`src/hdl/layer_normalization_row_assert.svh`:
```
// Assertion macros shared by the layer normalization row design.
`ifndef LAYER_NORMALIZATION_ROW_ASSERT_SVH
`define LAYER_NORMALIZATION_ROW_ASSERT_SVH

// The consequent must hold in the same cycle as the antecedent.
`define LNR_ASSERT_NOW(label, clk, rst_n, ante, cons, msg) \
    label: assert property (@(posedge clk) disable iff (!rst_n) (ante) |-> (cons)) \
        else $error(msg);

// The consequent must hold in the cycle after the antecedent.
`define LNR_ASSERT_NEXT(label, clk, rst_n, ante, cons, msg) \
    label: assert property (@(posedge clk) disable iff (!rst_n) (ante) |=> (cons)) \
        else $error(msg);

`endif

```
`src/hdl/lnr_ram.sv`:
```
// Generic single-port-write, single-port-read RAM with registered read data.
`default_nettype none
module lnr_ram #(
    parameter int WIDTH = 16,
    parameter int DEPTH = 64
) (
    input  wire logic                     clk,
    input  wire logic                     wr_en,
    input  wire logic [$clog2(DEPTH)-1:0] wr_addr,
    input  wire logic [WIDTH-1:0]         wr_data,
    input  wire logic [$clog2(DEPTH)-1:0] rd_addr,
    output logic      [WIDTH-1:0]         rd_data
);

    logic [WIDTH-1:0] mem [DEPTH];

    always_ff @(posedge clk)
    begin
        if (wr_en)
        begin
            mem[wr_addr] <= wr_data;
        end
        rd_data <= mem[rd_addr];
    end

endmodule
`default_nettype wire

```
`config.mk`:
```
export PLATFORM = sky130hd
export DESIGN_NAME = lnr_ram
export DESIGN_NICKNAME = d
export VERILOG_FILES = /design/src/hdl/layer_normalization_row_assert.svh /design/src/hdl/lnr_ram.sv
export SDC_FILE = /design/constraint.sdc
export NUM_CORES = 1
export LEC_CHECK = 0
export ABC_AREA = 1
export BUFFER_PORTS_ARGS = -buffer_cell sky130_fd_sc_hd__buf_2
export CORE_UTILIZATION = 55
export DETAILED_ROUTE_END_ITERATION = 10
export PLACE_DENSITY = 0.77
export SYNTH_ARGS = -nofsm -noshare
export SYNTH_HDL_FRONTEND = slang
export SYNTH_SLANG_ARGS = --single-unit
```
`constraint.sdc`:
```
create_clock -name clk -period 3.6 [get_ports clk]
set_input_delay 1.08 -clock clk [delete_from_list [all_inputs] [get_ports clk]]
set_output_delay 1.08 -clock clk [all_outputs]
set_load 0.02 [all_outputs]
```
Yosys cells after proc, flatten, opt, wreduce, memory -nomap -nowiden
Memories as Yosys holds them, arrays and structs flattened. A register that Yosys moved wholly into a read port is not among the register bits. Index checks and enable logic that the tools add are counted.

Register bits: 0. Bits in writable memories: 1024. Input port bits: 30. Output and inout bits: 16. Memories kept: 1.

Multiplexer cells: 2.

Memories: mem (depth 64, bits a word 16, rd ports 1, clocked after memory_dff 1, write ports 1, line lnr_ram.sv:15) `logic [WIDTH-1:0] mem [DEPTH];`.

Operators by type and width (count): $mux W1 (2).

Longest topological paths before layout
Gate-level depths: netlist of run 1.

Word-level depth: 2. Gate-level depth with buffers: 12. Mapped depth without buffers: 9.

Worst setup path before layout of run 1
Ideal clock, no wire load.

Path kind: input-to-reg. From: input port wr_en. To: memory mem[48][0], enable pin. Setup time: 0.431 ns. Arrival: 3.204 ns. Required time: 3.169 ns. Path slack: -0.034 ns. Cell stages on the path: 3. Path buffers: 1. Path through: clkbuf_1 -> nand4_1 -> nor4_1.

Longest elaborated chain between the ends: 2.

RTL lines: from (decl) (line lnr_ram.sv:8) `input wire logic wr_en,`; $mux W1 (line lnr_ram.sv:19) `if (wr_en)`; $mux W1 (implied by the code) (line lnr_ram.sv:21) `mem[wr_addr] <= wr_data;`; to (decl) (line lnr_ram.sv:15).

Every way passes these cells.

==> results by group, run 1 <==
CTS
  • Reg clk slew, reported paths: 0.06 ns
  • CTS resizes: 0
  • Hold buffer count at cts: 0
  • Number of setup buffers added after CTS: 0
  • CTS H-tree depth: 3
  • Worst skew pair latency: 0.67 ns
  • Clock Tree Buf Depth: 3
  • CTS tree: yes
  • Inserted Clock Buffers: 100
  • Root buffer cell: clkbuf_16
  • Clk sink count: 1,040

Flow run
  • MaxCap Viol Count: 0

Logic synthesis
  • Yosys reg bits: 1,040
  • Synth async-reset ratio: 0%
  • Cell area after synthesis: 0.0421 mm²
  • Yosys top cell area share: 73.0%
  • Area leader, netlist: edfxtp_1
  • Most frequent cell after synthesis: nand2_1
  • Sequential area share after synthesis: 73.8%
  • Mapped Cells: 3,517
  • Synth Net Count: 3,547
  • Unique masters post-synth: 16
  • Post-synth top cells: nand2_1, edfxtp_1, nand3_1, buf_2, nor2_1
  • Yosys warning count: 0
  • Synth area leaders: edfxtp_1, nand2_1, nand3_1
  • Syn avg cell area: 12.0 µm²
  • Main synth FF type: edfxtp_1
  • Post-synth EDFFs: 1,024

Hold path
  • Hold Crit Depth: 8
  • Hold path startpoint: mem[30][2]
  • Hold WC Path Type: reg2reg

Floorplan
  • Site Rows: 101
  • Die Area: 0.0777 mm²
  • Die Span Y: 279 µm
  • Die Wd: 279 µm
  • Core area: 0.0758 mm²
  • Top Ports: 46
  • Initial core utilization: 55.5%

Routing
  • Antenna Violating Nets Remaining: 0
  • Vias per cell: 6.02
  • Vias: 28,100
  • Initial DRC count: 4,059
  • Routed WL per cell: 23.6 µm
  • Final wirelength: 110,000 µm
  • Residual DRC: 0
  • DRT Pass-1 Iters: 6

Pwr
  • Internal power: 19.3 mW
  • Gate power share: 6.8%
  • Share of power burned in the clock network: 39.5%
  • Final Total Pwr: 25.0 mW
  • Seq pwr share: 53.7%
  • Pwr dens: 533 mW/mm²
  • Switch share: 22.7%
  • P_sw: 5.68 mW
  • Static Leakage: 17.1 nW
  • IR drop worst, VDD: 0.000672 V

Timing
  • Sum of negative setup slack: 0 ns
  • Tcrit/Tclk final: 71.6%
  • Endpoints failing hold: 0
  • Relative slew slack: 33.6%
  • Period minus WS final: 2.58 ns
  • Fmax: 388 MHz
  • Clock skew: 0.0211 ns
  • Final Slew Violations: 0
  • Worst Tran Pin Value: 0.997 ns
  • Endpoints failing setup: 0
  • RSZ-0062 raised after global routing: no

Worst setup path
  • Worst R2R Start: mem[27][12]
  • Cells on worst reg2reg path: 8
  • Worst Setup SP: rd_addr[0]
  • Setup crit end kind: flop
  • WS Path Type: in2reg
  • Crit path max fanout: 97
  • CP Launch Type: input pin
  • Worst Path Arrival: 3.17 ns
  • Worst EP required: 4.19 ns

Global route
  • Initial antenna violation count: 6
  • Largest net degree at the start of global routing: 138
  • First-pass GRT wire length: 165,000 µm
  • Grt ovf: 0
  • Number of global-route vias before repair: 26,600
  • Global Route Usage Sum: 28.6%

Placed design
  • I/O Buffers: 45
  • Dpl hpwl: 64,300 µm
  • Routability cong.: 0.911

Cells and area
  • Share of layout cells above drive strength 1: 9.76%
  • Post-layout nets: 3,635
  • Area grow syn2layout: 11.5%

Run status
  • Outcome: completed
cells by family after synthesis:
family / count (synthesis) / synth area share [%]
buffers and inverters: 237 / 3.54
and+or+nand+nor: 2240 / 22.7
DFF: 1040 / 73.8
cell type report:
cell class / count / area [µm²]
inverters: 12 / 71.3
fillers: 5550 / 28900
repair buffers: 211 / 1930
clock buffers: 133 / 2760
diodes: 1 / 2.50
multi-input cells: 2240 / 9590
well taps: 978 / 1220
clock inverters: 51 / 299
flip-flops and latches: 1040 / 31100
worst paths after layout:
| kind | to | slack [ns] |
|---|---|---|
| max | rd_data[7] | 1.02 |
| min | rd_data[2] | 0.81 |
| max reg2reg | rd_data[12] | 1.96 |
| min reg2reg | rd_data[2] | 0.81 |
sequential cells by signal, indices dropped and copies added, names as in the netlist:
signal	count
rd_data	16
mem	1024
per-stage QoR:
step	area (µm²)	hold slack [ns]	setup slack [ns]	utilization, %	instances
floorplan	42100	0.722	-0.0341	-	3517
global placement	43900	0.789	0.473	57.9	4481
detailed placement	43900	0.800	0.473	57.9	4481
CTS	46900	0.809	1.05	61.9	4665
global route	46900	0.885	0.917	61.9	4665
finish	46900	0.809	1.02	61.9	4666
power groups by stage:
stage	logic [mW]	clock network, mW	registers [mW]
6_report	1.69	9.89	13.5
5_1_grt	1.81	10.4	13.5
4_1_cts	1.66	9.93	13.4
3_3_place_gp	1.62	0	13.7
2_1_floorplan	0.897	0	13.7
3_5_place_dp	1.65	0	13.7
layout by cell type (no fill, tap or decap), drive strengths merged:
cell	synthesis	final
clkbuf	26	133
edfxtp	1024	1024
bufinv	0	2
buf	199	211
dfxtp	16	16
nand3	871	871
inv	12	12
diode	0	1
clkinv	0	42
nor4	8	8
nand2	1296	1296
nand4	9	9
clkinvlp	0	7
nor2	56	56
worst max-delay path, cell delays in order:
cell and delay (ns):
buf_8 0.13, inv_16 0.22, buf_12 0.30, buf_4 0.24, nand2_1 0.07, nand3_1 0.09, nand3_1 0.09, nand2_1 0.09
nand2_1 0.07, nand3_1 0.18, nand3_1 0.28, nand2_1 0.15
layer usage:
metal	part of all wire, %	GRT usage [%]
met5	0.049	0
met3	12	6.71
met2	45	43.0
met1	38	40.8
met4	3.9	11.1
(Power assumes the default switching activity.)
==> run 2: changes to the inputs <==
--- a/config.mk
+++ b/config.mk
@@ -9,7 +9,7 @@
 export BUFFER_PORTS_ARGS = -buffer_cell sky130_fd_sc_hd__buf_2
 export CORE_UTILIZATION = 55
 export DETAILED_ROUTE_END_ITERATION = 10
-export PLACE_DENSITY = 0.77
+export PLACE_DENSITY = 0.74
 export SYNTH_ARGS = -nofsm -noshare
 export SYNTH_HDL_FRONTEND = slang
 export SYNTH_SLANG_ARGS = --single-unit
==> constraint.sdc (replaced) <==
create_clock -name clk -period 2.4 [get_ports clk]
set_input_delay 0.72 -clock clk [delete_from_list [all_inputs] [get_ports clk]]
set_output_delay 0.72 -clock clk [all_outputs]
set_load 0.02 [all_outputs]
==> run 2 against run 1 <==
Compared with the run above:
- final area increased by 3.3%
- sequential cell count unchanged
- highest routed layer unchanged
- hold slack got worse by 0.28 ns
- sequential power increased by 50%
- critical path depth decreased by 11
- final cell count increased by 0.90%
- largest cell class unchanged
- worst setup slack got worse by 0.71 ns
- die area unchanged
- clock skew increased by 0.0011 ns
==> results by group, run 2 (synthesis results as in run 1) <==
Run status
  • Outcome: completed

CTS
  • Hold buffer count at cts: 0 (unchanged)
  • Inserted Clock Buffers: 101 (+1.0%)
  • Worst skew pair latency: 0.67 ns (about the same)
  • Clock Tree Buf Depth: 3 (unchanged)
  • CTS tree: yes
  • Number of setup buffers added after CTS: 0 (unchanged)
  • Reg clk slew, reported paths: 0.06 ns (about the same)
  • CTS resizes: 0 (unchanged)
  • Root buffer cell: clkbuf_16
  • Clk sink count: 1,040 (unchanged)
  • CTS H-tree depth: 3 (unchanged)

Cells and area
  • N_diodes: 0 (-1)
  • Final Util: 64.0% (+2.1 points)
  • Post-layout nets: 3,675 (+1.1%)
  • Largest reg by FF count: mem
  • Area grow syn2layout: 15.2%
  • Largest register FFs: 1,024 (unchanged)
  • Commonest non-fill, non-tap cell in the layout: nand2_1
  • Share of layout cells above drive strength 1: 12.0% (+2.3 points)
  • Most frequent cells in the layout: nand2_1, edfxtp_1, nand3_1
  • Biggest regs: mem x1024, rd_data x16

Global route
  • Number of global-route vias before repair: 26,700 (+0.46%)
  • GRT Max-Usage Layer: met2
  • Global Route Usage Sum: 28.6% (about the same)
  • Largest net degree at the start of global routing: 65 (-53%)
  • First-pass GRT wire length: 164,000 µm (-0.30%)
  • Initial antenna violation count: 2 (-4)
  • Met3 GRT Util: 6.40% (-0.31 points)
  • Met1 usage: 38.3% (-2.5 points)
  • Grt ovf: 0 (unchanged)
  • Met2 Use GR: 45.7% (+2.8 points)

Pwr
  • IR drop worst, VDD: 0.000760 V (+13%)
  • Static Leakage: 17.6 nW (+3.4%)
  • Pwr dens: 804 mW/mm² (+51%)
  • Final Total Pwr: 39.0 mW (+56%)

Routing
  • Antenna Violating Nets Remaining: 0 (unchanged)
  • Initial DRC count: 3,681 (-9.3%)
  • Routed WL per cell: 23.5 µm (-0.64%)
  • Vias per cell: 5.98 (-0.76%)
  • DRT Pass-1 Iters: 5 (-1)
  • Vias: 28,100 (+0.14%)
  • Final wirelength: 111,000 µm (+0.25%)
  • Residual DRC: 0 (unchanged)

Timing
  • Tcrit/Tclk final: 86.8%
  • Endpoints failing hold: 0 (unchanged)
  • Fmax: 480 MHz
  • Period minus WS final: 2.08 ns
  • Min setup slack post-route: 0.316 ns (-0.706 ns)
  • Final Slew Violations: 0 (unchanged)
  • Hold slack: 0.529 ns (-0.280 ns)
  • Endpoints failing setup: 0 (unchanged)
  • Clock skew: 0.0222 ns (+0.00111 ns)
  • Worst Tran Pin Value: 0.845 ns (-0.151 ns)
  • Relative slew slack: 43.7% (+10 points)
  • RSZ-0062 raised after global routing: no

Placed design
  • Dpl ws: -0.0453 ns (-0.518 ns)
  • Dpl hpwl: 63,500 µm (-1.4%)
  • I/O Buffers: 45 (unchanged)
  • Routability cong.: 0.924 (+1.4%)

Hold path
  • Hold WC Path Type: in2reg

Worst setup path
  • Worst Path Arrival: 1.36 ns (-1.81 ns)
  • Flop2flop setup slack: 0.83 ns (-1.13 ns)
  • Setup crit end kind: output port
  • Critical path's slowest cell: dfxtp_1
  • CP Launch Type: flop
  • WP buf/inv: 1 (-3)
  • Delay-heaviest family, CP: flip-flops
  • Max incr delay on CP: 0.47 ns (+0.17 ns)
  • Worst EP required: 1.68 ns (-2.51 ns)
  • WS Path Type: reg2out
  • Crit path max fanout: 1 (-99%)
  • Crit path cell chain: buf_2

Floorplan
  • Die Span Y: 279 µm (unchanged)
  • Core area: 0.0758 mm² (unchanged)
  • Die Area: 0.0777 mm² (unchanged)
  • Site Rows: 101 (unchanged)
  • Initial core utilization: 55.5% (unchanged)
  • Die Wd: 279 µm (unchanged)
  • Top Ports: 46 (unchanged)

Flow run
  • MaxCap Viol Count: 0 (unchanged)
[run 2: cell types whose count changed in the layout (fill, tap and decap cells not counted), sizes merged]
cell | before | now
buf | 211 | 250
bufinv | 2 | 14
clkbuf | 133 | 122
clkinv | 42 | 49
clkinvlp | 7 | 3
diode | 1 | 0
[run 2: tightest hold or removal path, cell delays in order]
cell	delay [ns]
buf_2	0.24
nand3_1	0.14
nand2_1	0.05
[run 2: routing by layer]
| metal | routed length, µm | vias up |
|---|---|---|
| met2 | 52600 | 1604 |
| met4 | 4430 | 2 |
| met1 | 41500 | 13600 |
| li1 | - | 12700 |
| met5 | 13 | - |
| met3 | 12100 | 261 |
[run 2: path summary, 6_finish.rpt]
check | depth (start not counted) | to | start
worst max-delay path | 1 | rd_data[15] | rd_data[15]
worst min-delay path | 3 | rd_data[0] | rd_addr[5]
worst max register to register | 8 | rd_data[4] | mem[63][4]
worst min register to register | 8 | rd_data[6] | mem[0][6]
[run 2: final cells by class]
| class | count | area, µm² |
|---|---|---|
| Fill cell | 5450 | 27300 |
| Multi-Input combinational cell | 2240 | 9780 |
| Clock buffer | 122 | 2680 |
| Clock inverter | 66 | 717 |
| Inverter | 12 | 71.3 |
| Sequential cell | 1040 | 31100 |
| Timing Repair Buffer | 250 | 2980 |
| Tap cell | 978 | 1220 |
[run 2: stage by stage]
step / area (µm²) / setup TNS (ns) / std cells
after floorplan: 42300 / -173.22 / 3517
after global placement: 45100 / -0.0206 / 4520
after detailed placement: 45100 / -0.107 / 4520
after CTS: 48500 / 0 / 4708
after global routing: 48500 / 0 / 4708
final: 48500 / 0 / 4708
[run 2: power breakdown]
group	total, mW	switching (mW)	internal, mW
logic	2.65	1.92	0.736
registers	20.2	0.0615	20.1
clock network	16.2	6.72	9.47
